===== config.mk =====
export PLATFORM = sky130hd
export DESIGN_NAME = lfu_cache_table
export DESIGN_NICKNAME = d
export VERILOG_FILES = /design/src/design/lfuc_pkg.sv /design/src/design/lfuc_ram.sv /design/src/design/lfuc_engine.sv /design/src/design/lfu_cache_table.sv
export SDC_FILE = /design/constraint.sdc
export NUM_CORES = 2
export LEC_CHECK = 0
export BUFFER_PORTS_ARGS = -buffer_cell sky130_fd_sc_hd__buf_2
export CAP_MARGIN = 20
export CORE_MARGIN = 1.5
export CORE_UTILIZATION = 32
export CTS_BUF_LIST = sky130_fd_sc_hd__clkbuf_8
export DETAILED_ROUTE_END_ITERATION = 8
export PLACE_DENSITY = 0.42
export SYNTH_ARGS = -nofsm -noshare
export SYNTH_HDL_FRONTEND = slang
export SYNTH_SLANG_ARGS = --single-unit

===== constraint.sdc =====
create_clock -name clk_i -period 25 [get_ports clk_i]
set_input_delay 5 -clock clk_i [delete_from_list [all_inputs] [get_ports clk_i]]
set_output_delay 5 -clock clk_i [all_outputs]
set_load 0.1 [all_outputs]

===== src/design/lfuc_pkg.sv =====
// Shared types and constants for the LFU cache table.
// Request and response words, engine control structs, state encoding.
// No dependencies.
package lfuc_pkg;

  localparam logic CMD_GET = 1'b0;
  localparam logic CMD_PUT = 1'b1;
  localparam logic signed [31:0] MISS_VALUE = -32'sd1;
  localparam int CFG_W = 5;
  localparam logic [CFG_W-1:0] CAP_RESET = 5'd16;

  typedef struct packed {
    logic               cmd;
    logic signed [31:0] lookup_key;
    logic signed [31:0] write_value;
  } req_t;

  typedef struct packed {
    logic               hit;
    logic signed [31:0] read_value;
    logic               evicted;
    logic signed [31:0] evicted_key;
  } rsp_t;

  typedef struct packed {
    logic start;
    logic ack;
  } eng_ctl_t;

  typedef struct packed {
    logic busy;
    logic done;
  } eng_sts_t;

  typedef enum logic [2:0] {
    ST_IDLE,
    ST_SCAN,
    ST_SCAN_END,
    ST_DECIDE,
    ST_UPDATE,
    ST_UPD_END,
    ST_DONE
  } eng_state_e;

endpackage


===== src/design/lfuc_ram.sv =====
// Generic single-clock RAM, one write port and one registered read port.
// No dependencies.
module lfuc_ram #(
  parameter int WIDTH = 32,
  parameter int DEPTH = 16
) (
  input  logic                                   clk_i,
  input  logic                                   we_i,
  input  logic [(DEPTH > 1 ? $clog2(DEPTH) : 1)-1:0] waddr_i,
  input  logic [WIDTH-1:0]                       wdata_i,
  input  logic [(DEPTH > 1 ? $clog2(DEPTH) : 1)-1:0] raddr_i,
  output logic [WIDTH-1:0]                       rdata_o
);

  logic [WIDTH-1:0] mem_q [DEPTH];

  always_ff @(posedge clk_i) begin
    if (we_i) begin
      mem_q[waddr_i] <= wdata_i;
    end
    rdata_o <= mem_q[raddr_i];
  end

endmodule


===== src/design/lfuc_engine.sv =====
// Lookup, victim search and table update for the LFU cache table.
// Sweeps the entry RAM once to scan and, for hits and inserts, once more to rewrite ranks and counts.
// Depends on lfuc_pkg and lfuc_ram.
module lfuc_engine import lfuc_pkg::*; #(
  parameter int ENTRIES    = 16,
  parameter int COUNT_BITS = 16
) (
  input  logic             clk_i,
  input  logic             rst_ni,
  input  eng_ctl_t         ctl_i,
  input  req_t             req_i,
  input  logic [CFG_W-1:0] cap_i,
  output eng_sts_t         sts_o,
  output rsp_t             rsp_o
);

  localparam int AW   = ENTRIES > 1 ? $clog2(ENTRIES) : 1;
  localparam int EW   = 64 + COUNT_BITS + AW;
  localparam int OW   = $clog2(ENTRIES + 1);
  localparam int CMPW = (OW > CFG_W ? OW : CFG_W) + 1;
  localparam logic [AW-1:0] LAST = AW'(ENTRIES - 1);

  eng_state_e state_q, state_d;
  logic [AW-1:0] idx_q, idx_d, pidx_q, pidx_d;
  logic pv_q, pv_d;
  req_t req_q, req_d;
  rsp_t rsp_q, rsp_d;
  logic [ENTRIES-1:0] valid_q, valid_d;
  logic [OW-1:0] occ_q, occ_d;
  logic found_q, found_d;
  logic [AW-1:0] fidx_q, fidx_d, frank_q, frank_d;
  logic [COUNT_BITS-1:0] fcnt_q, fcnt_d;
  logic [31:0] fdata_q, fdata_d;
  logic vic_any_q, vic_any_d;
  logic [AW-1:0] vidx_q, vidx_d, vrank_q, vrank_d;
  logic [COUNT_BITS-1:0] vcnt_q, vcnt_d;
  logic [31:0] vkey_q, vkey_d;
  logic free_any_q, free_any_d;
  logic [AW-1:0] fslot_q, fslot_d, slot_q, slot_d;
  logic ins_q, ins_d, evict_q, evict_d;

  logic we;
  logic [EW-1:0] wdata, rdata;
  logic [31:0] r_key, r_data;
  logic [COUNT_BITS-1:0] r_cnt;
  logic [AW-1:0] r_rank;
  logic [CMPW-1:0] cap_c, occ_c;
  logic ev_c;
  logic [AW-1:0] slot_c;

  assign r_key  = rdata[EW-1 -: 32];
  assign r_data = rdata[EW-33 -: 32];
  assign r_cnt  = rdata[AW +: COUNT_BITS];
  assign r_rank = rdata[AW-1:0];

  assign cap_c = (CMPW'(cap_i) > CMPW'(ENTRIES)) ? CMPW'(ENTRIES) : CMPW'(cap_i);
  assign occ_c = CMPW'(occ_q);

  lfuc_ram #(.WIDTH(EW), .DEPTH(ENTRIES)) u_ram (
    .clk_i   (clk_i),
    .we_i    (we),
    .waddr_i (pidx_q),
    .wdata_i (wdata),
    .raddr_i (idx_q),
    .rdata_o (rdata)
  );

  always_comb begin
    state_d = state_q;  idx_d = idx_q;  pidx_d = pidx_q;  pv_d = pv_q;
    req_d = req_q;  rsp_d = rsp_q;  valid_d = valid_q;  occ_d = occ_q;
    found_d = found_q;  fidx_d = fidx_q;  frank_d = frank_q;
    fcnt_d = fcnt_q;  fdata_d = fdata_q;
    vic_any_d = vic_any_q;  vidx_d = vidx_q;  vrank_d = vrank_q;
    vcnt_d = vcnt_q;  vkey_d = vkey_q;
    free_any_d = free_any_q;  fslot_d = fslot_q;  slot_d = slot_q;
    ins_d = ins_q;  evict_d = evict_q;
    we = 1'b0;
    wdata = rdata;
    ev_c = 1'b0;
    slot_c = fslot_q;

    unique case (state_q)
      ST_IDLE: begin
        if (ctl_i.start) begin
          req_d = req_i;
          idx_d = '0;
          found_d = 1'b0;
          vic_any_d = 1'b0;
          free_any_d = 1'b0;
          state_d = ST_SCAN;
        end
      end
      ST_SCAN, ST_UPDATE: begin
        pv_d = 1'b1;
        pidx_d = idx_q;
        if (idx_q == LAST) begin
          state_d = (state_q == ST_SCAN) ? ST_SCAN_END : ST_UPD_END;
        end else begin
          idx_d = idx_q + 1'b1;
        end
      end
      ST_SCAN_END: begin
        pv_d = 1'b0;
        state_d = ST_DECIDE;
      end
      ST_UPD_END: begin
        pv_d = 1'b0;
        state_d = ST_DONE;
      end
      ST_DECIDE: begin
        idx_d = '0;
        rsp_d.hit = found_q;
        rsp_d.read_value = '0;
        rsp_d.evicted = 1'b0;
        rsp_d.evicted_key = '0;
        ins_d = 1'b0;
        evict_d = 1'b0;
        state_d = ST_DONE;
        if (req_q.cmd == CMD_GET) begin
          if (found_q) begin
            rsp_d.read_value = fdata_q;
            fdata_d = fdata_q;
            state_d = ST_UPDATE;
          end else begin
            rsp_d.read_value = MISS_VALUE;
          end
        end else if (cap_c != '0) begin
          if (found_q) begin
            fdata_d = req_q.write_value;
            state_d = ST_UPDATE;
          end else begin
            ev_c = (occ_c >= cap_c) && vic_any_q;
            if (ev_c) begin
              slot_c = (free_any_q && fslot_q < vidx_q) ? fslot_q : vidx_q;
              valid_d[vidx_q] = 1'b0;
            end
            valid_d[slot_c] = 1'b1;
            occ_d = occ_q - OW'(ev_c) + 1'b1;
            rsp_d.evicted = ev_c;
            rsp_d.evicted_key = ev_c ? vkey_q : '0;
            ins_d = 1'b1;
            evict_d = ev_c;
            slot_d = slot_c;
            state_d = ST_UPDATE;
          end
        end
      end
      ST_DONE: begin
        if (ctl_i.ack) begin
          state_d = ST_IDLE;
        end
      end
      default: state_d = ST_IDLE;
    endcase

    if (pv_q && (state_q == ST_SCAN || state_q == ST_SCAN_END)) begin
      if (valid_q[pidx_q]) begin
        if (r_key == req_q.lookup_key) begin
          found_d = 1'b1;
          fidx_d = pidx_q;
          frank_d = r_rank;
          fcnt_d = r_cnt;
          fdata_d = r_data;
        end
        if (!vic_any_q || r_cnt < vcnt_q || (r_cnt == vcnt_q && r_rank > vrank_q)) begin
          vic_any_d = 1'b1;
          vidx_d = pidx_q;
          vcnt_d = r_cnt;
          vrank_d = r_rank;
          vkey_d = r_key;
        end
      end else if (!free_any_q) begin
        free_any_d = 1'b1;
        fslot_d = pidx_q;
      end
    end

    if (pv_q && (state_q == ST_UPDATE || state_q == ST_UPD_END)) begin
      if (ins_q) begin
        if (pidx_q == slot_q) begin
          we = 1'b1;
          wdata = {req_q.lookup_key, req_q.write_value, COUNT_BITS'(1), AW'(0)};
        end else if (valid_q[pidx_q]) begin
          we = 1'b1;
          wdata[AW-1:0] = r_rank - AW'(evict_q && r_rank > vrank_q) + 1'b1;
        end
      end else if (valid_q[pidx_q]) begin
        we = 1'b1;
        if (pidx_q == fidx_q) begin
          wdata = {r_key, fdata_q,
                   (fcnt_q == '1) ? fcnt_q : fcnt_q + 1'b1, AW'(0)};
        end else if (r_rank < frank_q) begin
          wdata[AW-1:0] = r_rank + 1'b1;
        end
      end
    end
  end

  always_ff @(posedge clk_i or negedge rst_ni) begin
    if (!rst_ni) begin
      state_q <= ST_IDLE;
      pv_q <= 1'b0;
      valid_q <= '0;
      occ_q <= '0;
    end else begin
      state_q <= state_d;
      pv_q <= pv_d;
      valid_q <= valid_d;
      occ_q <= occ_d;
    end
  end

  always_ff @(posedge clk_i) begin
    idx_q <= idx_d;  pidx_q <= pidx_d;  req_q <= req_d;  rsp_q <= rsp_d;
    found_q <= found_d;  fidx_q <= fidx_d;  frank_q <= frank_d;
    fcnt_q <= fcnt_d;  fdata_q <= fdata_d;
    vic_any_q <= vic_any_d;  vidx_q <= vidx_d;  vrank_q <= vrank_d;
    vcnt_q <= vcnt_d;  vkey_q <= vkey_d;
    free_any_q <= free_any_d;  fslot_q <= fslot_d;  slot_q <= slot_d;
    ins_q <= ins_d;  evict_q <= evict_d;
  end

  assign sts_o.busy = (state_q != ST_IDLE);
  assign sts_o.done = (state_q == ST_DONE);
  assign rsp_o = rsp_q;

endmodule


===== src/design/lfu_cache_table.sv =====
// Top level of the LFU cache table: config register, output register, engine.
// Depends on lfuc_pkg, lfuc_engine and lfuc_ram.
//
//   channel  direction  handshake                 word
//   in       sink       in_valid_i / in_stall_o   req_t
//   out      source     out_valid_o / out_stall_i rsp_t
//   cfg      sink       cfg_valid_i / cfg_ready_o capacity_in_use
//
// A request is one RAM sweep to match the key and find the victim, a decide
// state, and, for hits and inserts, a second sweep that rewrites ranks and
// counts through the single RAM read port.
// Misses on get and puts at capacity zero skip the second sweep.
// Reset empties the table at once. A result held by out_stall_i blocks the
// next request only once that request has finished.
module lfu_cache_table import lfuc_pkg::*; #(
  parameter int ENTRIES    = 16,
  parameter int COUNT_BITS = 16
) (
  input  logic             clk_i,
  input  logic             rst_ni,
  input  logic             in_valid_i,
  output logic             in_stall_o,
  input  req_t             in_i,
  output logic             out_valid_o,
  input  logic             out_stall_i,
  output rsp_t             out_o,
  input  logic             cfg_valid_i,
  output logic             cfg_ready_o,
  input  logic [CFG_W-1:0] cfg_wdata_i
);

  logic [CFG_W-1:0] cap_q;
  logic out_valid_q, out_valid_d;
  rsp_t out_q;
  rsp_t rsp;
  eng_ctl_t ctl;
  eng_sts_t sts;

  lfuc_engine #(.ENTRIES(ENTRIES), .COUNT_BITS(COUNT_BITS)) u_engine (
    .clk_i  (clk_i),
    .rst_ni (rst_ni),
    .ctl_i  (ctl),
    .req_i  (in_i),
    .cap_i  (cap_q),
    .sts_o  (sts),
    .rsp_o  (rsp)
  );

  assign in_stall_o  = sts.busy;
  assign cfg_ready_o = 1'b1;
  assign ctl.start   = in_valid_i && !sts.busy;
  assign ctl.ack     = sts.done && (!out_valid_q || !out_stall_i);

  always_comb begin
    out_valid_d = out_valid_q;
    if (out_valid_q && !out_stall_i) begin
      out_valid_d = 1'b0;
    end
    if (ctl.ack) begin
      out_valid_d = 1'b1;
    end
  end

  always_ff @(posedge clk_i or negedge rst_ni) begin
    if (!rst_ni) begin
      cap_q <= CAP_RESET;
      out_valid_q <= 1'b0;
    end else begin
      out_valid_q <= out_valid_d;
      if (cfg_valid_i) begin
        cap_q <= cfg_wdata_i;
      end
    end
  end

  always_ff @(posedge clk_i) begin
    if (ctl.ack) begin
      out_q <= rsp;
    end
  end

  assign out_valid_o = out_valid_q;
  assign out_o = out_q;

`ifndef SYNTHESIS
  a_busy_after_accept: assert property (@(posedge clk_i) disable iff (!rst_ni)
    in_valid_i && !in_stall_o |=> in_stall_o)
    else $error("engine not busy after accepting a word");
  a_done_is_busy: assert property (@(posedge clk_i) disable iff (!rst_ni)
    sts.done |-> sts.busy)
    else $error("engine done while idle");
  a_evict_not_hit: assert property (@(posedge clk_i) disable iff (!rst_ni)
    out_valid_o && out_o.evicted |-> !out_o.hit && out_o.read_value == '0)
    else $error("eviction reported on a hit or a get");
  a_load_fills: assert property (@(posedge clk_i) disable iff (!rst_ni)
    ctl.ack |=> out_valid_o && !sts.busy)
    else $error("result not loaded into output register");
`endif

endmodule

## Yosys cells after proc, flatten, opt, wreduce, memory -nomap -nowiden

Memories as Yosys holds them, arrays and structs flattened. A register that Yosys moved wholly into a read port is not among the register bits.
Cells that the tools add are included.

| operators by class | value |
|---|---|
| add/sub/neg operators | 7 |
| order comparisons | 11 |
| eq/ne operators | 16 |
| muxes and demuxes | 72 |
| bitwise gates (word level) | 9 |
| reductions and logical operators | 38 |

Operator list:

| cell | count |
|---|---|
| 32-bit 2-to-1 mux | 8 |
| 84-bit 2-to-1 mux | 2 |
| 16-bit 2-to-1 mux | 6 |
| 80-bit 2-to-1 mux | 1 |
| 52-bit 2-to-1 mux | 1 |
| 4-bit 2-to-1 mux | 12 |
| 48-bit 2-to-1 mux | 1 |
| 32-bit == test | 1 |
| 1-bit 2-to-1 mux | 27 |
| 3-bit one-hot mux with 6 select lines | 1 |
| 16-bit by 1-bit adder with 16-bit output (second input constant) | 1 |
| 16-bit bitwise AND | 1 |
| 16-bit == test | 1 |
| 16-bit == test (second input constant) | 1 |
| 16-bit less-than comparator | 1 |
| 16-bit NOT | 1 |
| 16-bit OR | 1 |
| 4-bit by 5-bit less-than comparator with 1-bit output (second input constant) | 3 |
| 3-bit 2-to-1 mux | 5 |
| 3-bit AND reduction | 5 |
| 4-bit by 1-bit adder with 4-bit output (second input constant) | 3 |
| 4-bit one-hot mux with 3 select lines | 1 |
| 1-bit logical AND | 11 |
| 3-bit == test (second input constant) | 3 |
| other kinds (31) | 55 |

| word-level totals | value |
|---|---|
| bits in registers | 360 |
| RAM bits | 1344 |
| input port bits | 75 |
| output and inout bits | 69 |
| memories kept | 1 |

Memory list:

| memory | depth | bits a word | rd ports | clocked after Yosys merged registers in | write ports | RTL line | RTL |
|---|---|---|---|---|---|---|---|
| u_engine.u_ram.mem_q | 16 | 84 | 1 | 1 | 1 | lfuc_ram.sv:15 | `logic [WIDTH-1:0] mem_q [DEPTH];` |

## Depth between registers and ports, before layout

| depth | value |
|---|---|
| word-level depth | 14 |
| gate-level depth with buffers | 16 |
| mapped depth without buffers | 16 |

## Cells and area by module

A second synthesis with hierarchy kept.

| unflattened totals | value |
|---|---|
| cells, all modules | 3384 |
| area, all modules | 68144.1 um^2 |

By module, submodules not included:

| module | instances | cells each | area an instance (um^2) | seq. area each (um^2) |
|---|---|---|---|---|
| lfuc_ram | 1 | 2154 | 52052.4 | 42040.3 |
| lfuc_engine | 1 | 1148 | 13869.6 | 8172.8 |
| lfu_cache_table | 1 | 82 | 2222.1 | 2133.3 |

## Worst setup path after synthesis

No wires, ideal clock.

| timing path | value |
|---|---|
| path kind | in2reg |
| start point | input port out_stall_i |
| end point | register out_q, in the netlist out_o[0] (enable) |
| library setup time | 0.512 ns |
| arrival | 8.139 ns |
| setup slack | 16.349 ns |
| stages on the path | 1 |
| cells stage by stage | a21oi_1 |

| between the ends | value |
|---|---|
| word-level cells in the longest chain between the ends | 3 |

Ends and longest elaborated chain:

| what | RTL line | RTL |
|---|---|---|
| from (decl) | lfu_cache_table.sv:25 | `input logic out_stall_i,` |
| 1-bit zero test | lfu_cache_table.sv:52 | `assign ctl.ack = sts.done && (!out_valid_q \|\| !out_stall_i);` |
| 1-bit logical OR | lfu_cache_table.sv:52 |  |
| 1-bit logical AND | lfu_cache_table.sv:52 |  |
| to (signal assigned) | lfu_cache_table.sv:78 | `out_q <= rsp;` |
| to (decl) | lfu_cache_table.sv:34 | `rsp_t out_q;` |

Every way passes these cells.
A chain may end at the register's enable or synchronous reset.

## Final worst setup path

| timing path | value |
|---|---|
| start point | register u_engine.state_q[2] |
| end point | output port in_stall_o |

| between the ends | value |
|---|---|
| word-level cells in the longest chain between the ends | 1 |

Ends and longest elaborated chain:

| what | RTL line | RTL |
|---|---|---|
| from (decl) | lfuc_engine.sv:23 | `eng_state_e state_q, state_d;` |
| from (signal assigned) | lfuc_engine.sv:206 | `state_q <= state_d;` |
| 3-bit nonzero test | lfuc_engine.sv:223 | `assign sts_o.busy = (state_q != ST_IDLE);` |
| to (decl) | lfu_cache_table.sv:22 | `output logic in_stall_o,` |

Every way passes these cells.

==> flow_summary.toml <==
[pwr]
intPower_uw = 6090
p_seq_share_pct = 46.5
p_sw_uw = 2580
swShare_pct = 29.7
clockPowerShare_pct = 29.6
power.leakage_uw = 0.0258
comb_power_share_pct = 23.9
power_density_nw_per_um2 = 110
ir_drop_mv = 0.118
total_power_uw = 8660

[routing]
m1WireLength_um = 85200
wl_per_cell_um = 27.3
via_count = 33200
first_pass_iters = 5
via_per_inst = 4.99
drt-total-wl_um = 182000
route.met3.wl_um = 7490
ant_nets = 0
top_layer = "met4"
drtIter0Drc = 2815
wl_met2_um = 85000
drc = 0

[yosys]
synthCells = 3178
ys_seq_elements = 1788
syn-num-nets = 3296
synth_top_cell_by_area = "edfxtp_1"
synth.distinct_cells = 65
synth-edff-count = 1638
synthTopCellsByArea = "edfxtp_1 (72%), mux4_2 (14%), dfxtp_1 (3.5%)"
synth_area_per_cell_sq_um = 21.4
yosysSeqAreaShare_pct = 76.9
synth_top_area_share_pct = 72.3
synthFlopType = "edfxtp_1"
synthesis.area_sq_um = 68100
yosysWarnings = 0
async_flop_share_pct = 1.73

[setup_path]
r2r_end = "u_engine.u_ram.mem_q[0][55]$_DFFE_PP_"
cpPeakStageDelay_ns = 0.56
required_ns = 20.00
rrSetupSlack_ns = 19.71
cpMaxStageDelayCell = "dfrtp_1"
rr_worst_depth = 8
end_kind = "primary output"
worst_setup_path_start_kind = "register"
crit_arrival_ns = 2.35
crit_fanout = 15
critPathKind = "reg -> out"
path_cells = "or3_1 > buf_2"
reg2reg_from = "u_engine.pidx_q[3]$_DFFE_PN_"

[die]
start_util_pct = 32.2
die_area_sq_um = 215000
rows = 169
ios = 144
fp.dieW_um = 464
die_h_um = 464
coreArea_sq_um = 212000

[worst_hold_path]
min_to = "out_o[55]$_DFFE_PP_"
holdPathStages = 0
hp-class = "reg -> reg"
min_from = "u_engine.rsp_o[55]$_SDFFCE_PP0P_"

[clocking]
cts.path.max_buffers = 4
postCtsHoldBufs = 0
cts_num_sinks = 1788
cts_tree = "done"
htree_levels = 5
cts_buffers = 322
cts_root_buf = "clkbuf_8"
path_clk_slew_ns = 0.06
cts-resized-gates = 0
post_cts_buffers = 0
clk_latency_ns = 1.01

[flow_run]
maxCapViolCount = 0

[grt]
antenna_found_initial = 4
grt_pass1_wl_um = 260000
grt_pass1_vias = 35800
track_usage_pct = 16.8
grt_max_degree = 110
grt-ovfl-total = 0

[final_layout]
nets = 3710
drive_gt1_share_pct = 31.7
fin_area_sq_um = 78600
area_growth_pct = 15.5
fill_cells = 19300

[place]
placed_area_sq_um = 72600
dp_hpwl_um = 93700
portBuffers = 142
gp_congestion = 0.753

[timing]
setup_viol = 0
hold_viol_final = 0
maxSlewHeadroom_pct = 23.0
slew_violations = 0
totalNegativeSetupSlack_ns = 0
min_period_over_period_pct = 29.4
clock.fmax_mhz = 136
grt_setup_unrepaired = "false"
finalCriticalPeriod_ns = 7.35
tightest_slew_ns = 1.16
clock_skew_ns = 0.0553

[outcome]
outcome = "complete, no violations"
Yosys cell counts, drive strengths merged, types with 46 or more instances:
cell / count
buf: 47
and3: 46
a21oi: 51
mux2: 103
mux4: 425
nand2: 80
clkbuf: 113
dfxtp: 119
xor2: 50
edfxtp: 1638
o21ai: 83
inv: 75
power by group through the flow:
stage	Clock (uW)	Combinational, uW	Sequential (uW)
6_report	2570	2070	4030
5_1_grt	2780	2260	4050
4_1_cts	2660	2110	4030
3_5_place_dp	0	2100	4090
3_3_place_gp	0	2030	4090
2_1_floorplan	0	1420	4070
stage by stage:
| step | std cells | util, % | setup slack [ns] | hold WS [ns] |
|---|---|---|---|---|
| detailed placement | 6084 | 34.3 | 17.80 | 0.405 |
| CTS | 6647 | 37.1 | 17.51 | 0.416 |
| global placement | 6072 | 34.3 | 17.83 | 0.403 |
| global route | 6655 | 37.2 | 17.49 | 0.425 |
| floorplan | 3178 | - | 16.35 | 0.400 |
| finish | 6657 | 37.2 | 17.65 | 0.408 |
placed cells by master (no fill, tap or decap), types with 58 or more instances in the layout:
cell	instances
buf_2	150
buf_4	94
clkbuf_8	363
clkinv_1	58
dfxtp_1	118
edfxtp_1	1638
inv_1	174
mux2_2	101
mux4_2	424
nand2_1	78
o21ai_0	66
routing by layer:
| metal | track usage (%) | vias to the layer above |
|---|---|---|
| met5 | 0 | - |
| met4 | 4.72 | 0 |
| met3 | 2.74 | 323 |
| met2 | 26.4 | 878 |
| met1 | 24.1 | 18000 |
| li1 | - | 14000 |
worst max-delay path, delay by kind of cell (launching register included):
| family | cells | cell delay [ns] |
|---|---|---|
| buffers and inverters | 1 | 0.31 |
| DFF | 1 | 0.56 |
| and+or+nand+nor | 1 | 0.49 |
area by class of cell:
class	count	area, sq um	share of cell area (%)
inverters	75	284	0.361
flip-flops and latches	1788	52300	66.6
diodes	5	12.5	0.0159
clock buffers	363	5000	6.35
well taps	2821	3530	4.49
repair buffers	250	1570	1.99
clock inverters	200	966	1.23
multi-input cells	1155	14900	19.0
how the worst max path moves through the flow:
stage / from / end / slack [ns] / cells past startpoint
final: u_engine.state_q[2]$_DFFE_PN0P_ / in_stall_o / 17.65 / 2
after floorplan: out_stall_i / out_o[0]$_DFFE_PP_ / 16.35 / 1
after global placement: in_valid_i / u_engine.req_q[37]$_DFFE_PP_ / 17.83 / 5
after detailed placement: in_valid_i / u_engine.req_q[15]$_DFFE_PP_ / 17.80 / 5
after global routing: u_engine.state_q[2]$_DFFE_PN0P_ / in_stall_o / 17.49 / 2
after CTS: u_engine.state_q[2]$_DFFE_PN0P_ / in_stall_o / 17.51 / 2
logic make-up after synthesis:
| family | share of synthesized area, % |
|---|---|
| flops | 76.9 |
| mux | 15.8 |
| simple gates | 2.17 |
| compound gates | 2.17 |
| buf+inv | 1.39 |
| xor+xnor | 0.746 |
| fa+ha+maj | 0.790 |
| other cells | 0.00551 |
flip-flops by register name, indices dropped and copies added (netlist names), 3 cells and up:
register,cells
u_engine.vidx_q,4
u_engine.occ_q,5
u_engine.fslot_q,4
u_engine.fidx_q,4
u_engine.slot_q,4
u_engine.pidx_q,4
u_engine.vrank_q,4
u_engine.valid_q,16
u_engine.rsp_o,65
u_engine.vkey_q,32
u_engine.frank_q,4
u_engine.u_ram.mem_q,1344
u_engine.vcnt_q,16
cap_q,5
u_engine.fcnt_q,16
out_o,66
u_engine.fdata_q,32
u_engine.state_q,3
u_engine.idx_q,4
u_engine.u_ram.rdata_o,84
u_engine.req_q,65
Power figures use the tool's default switching activity.
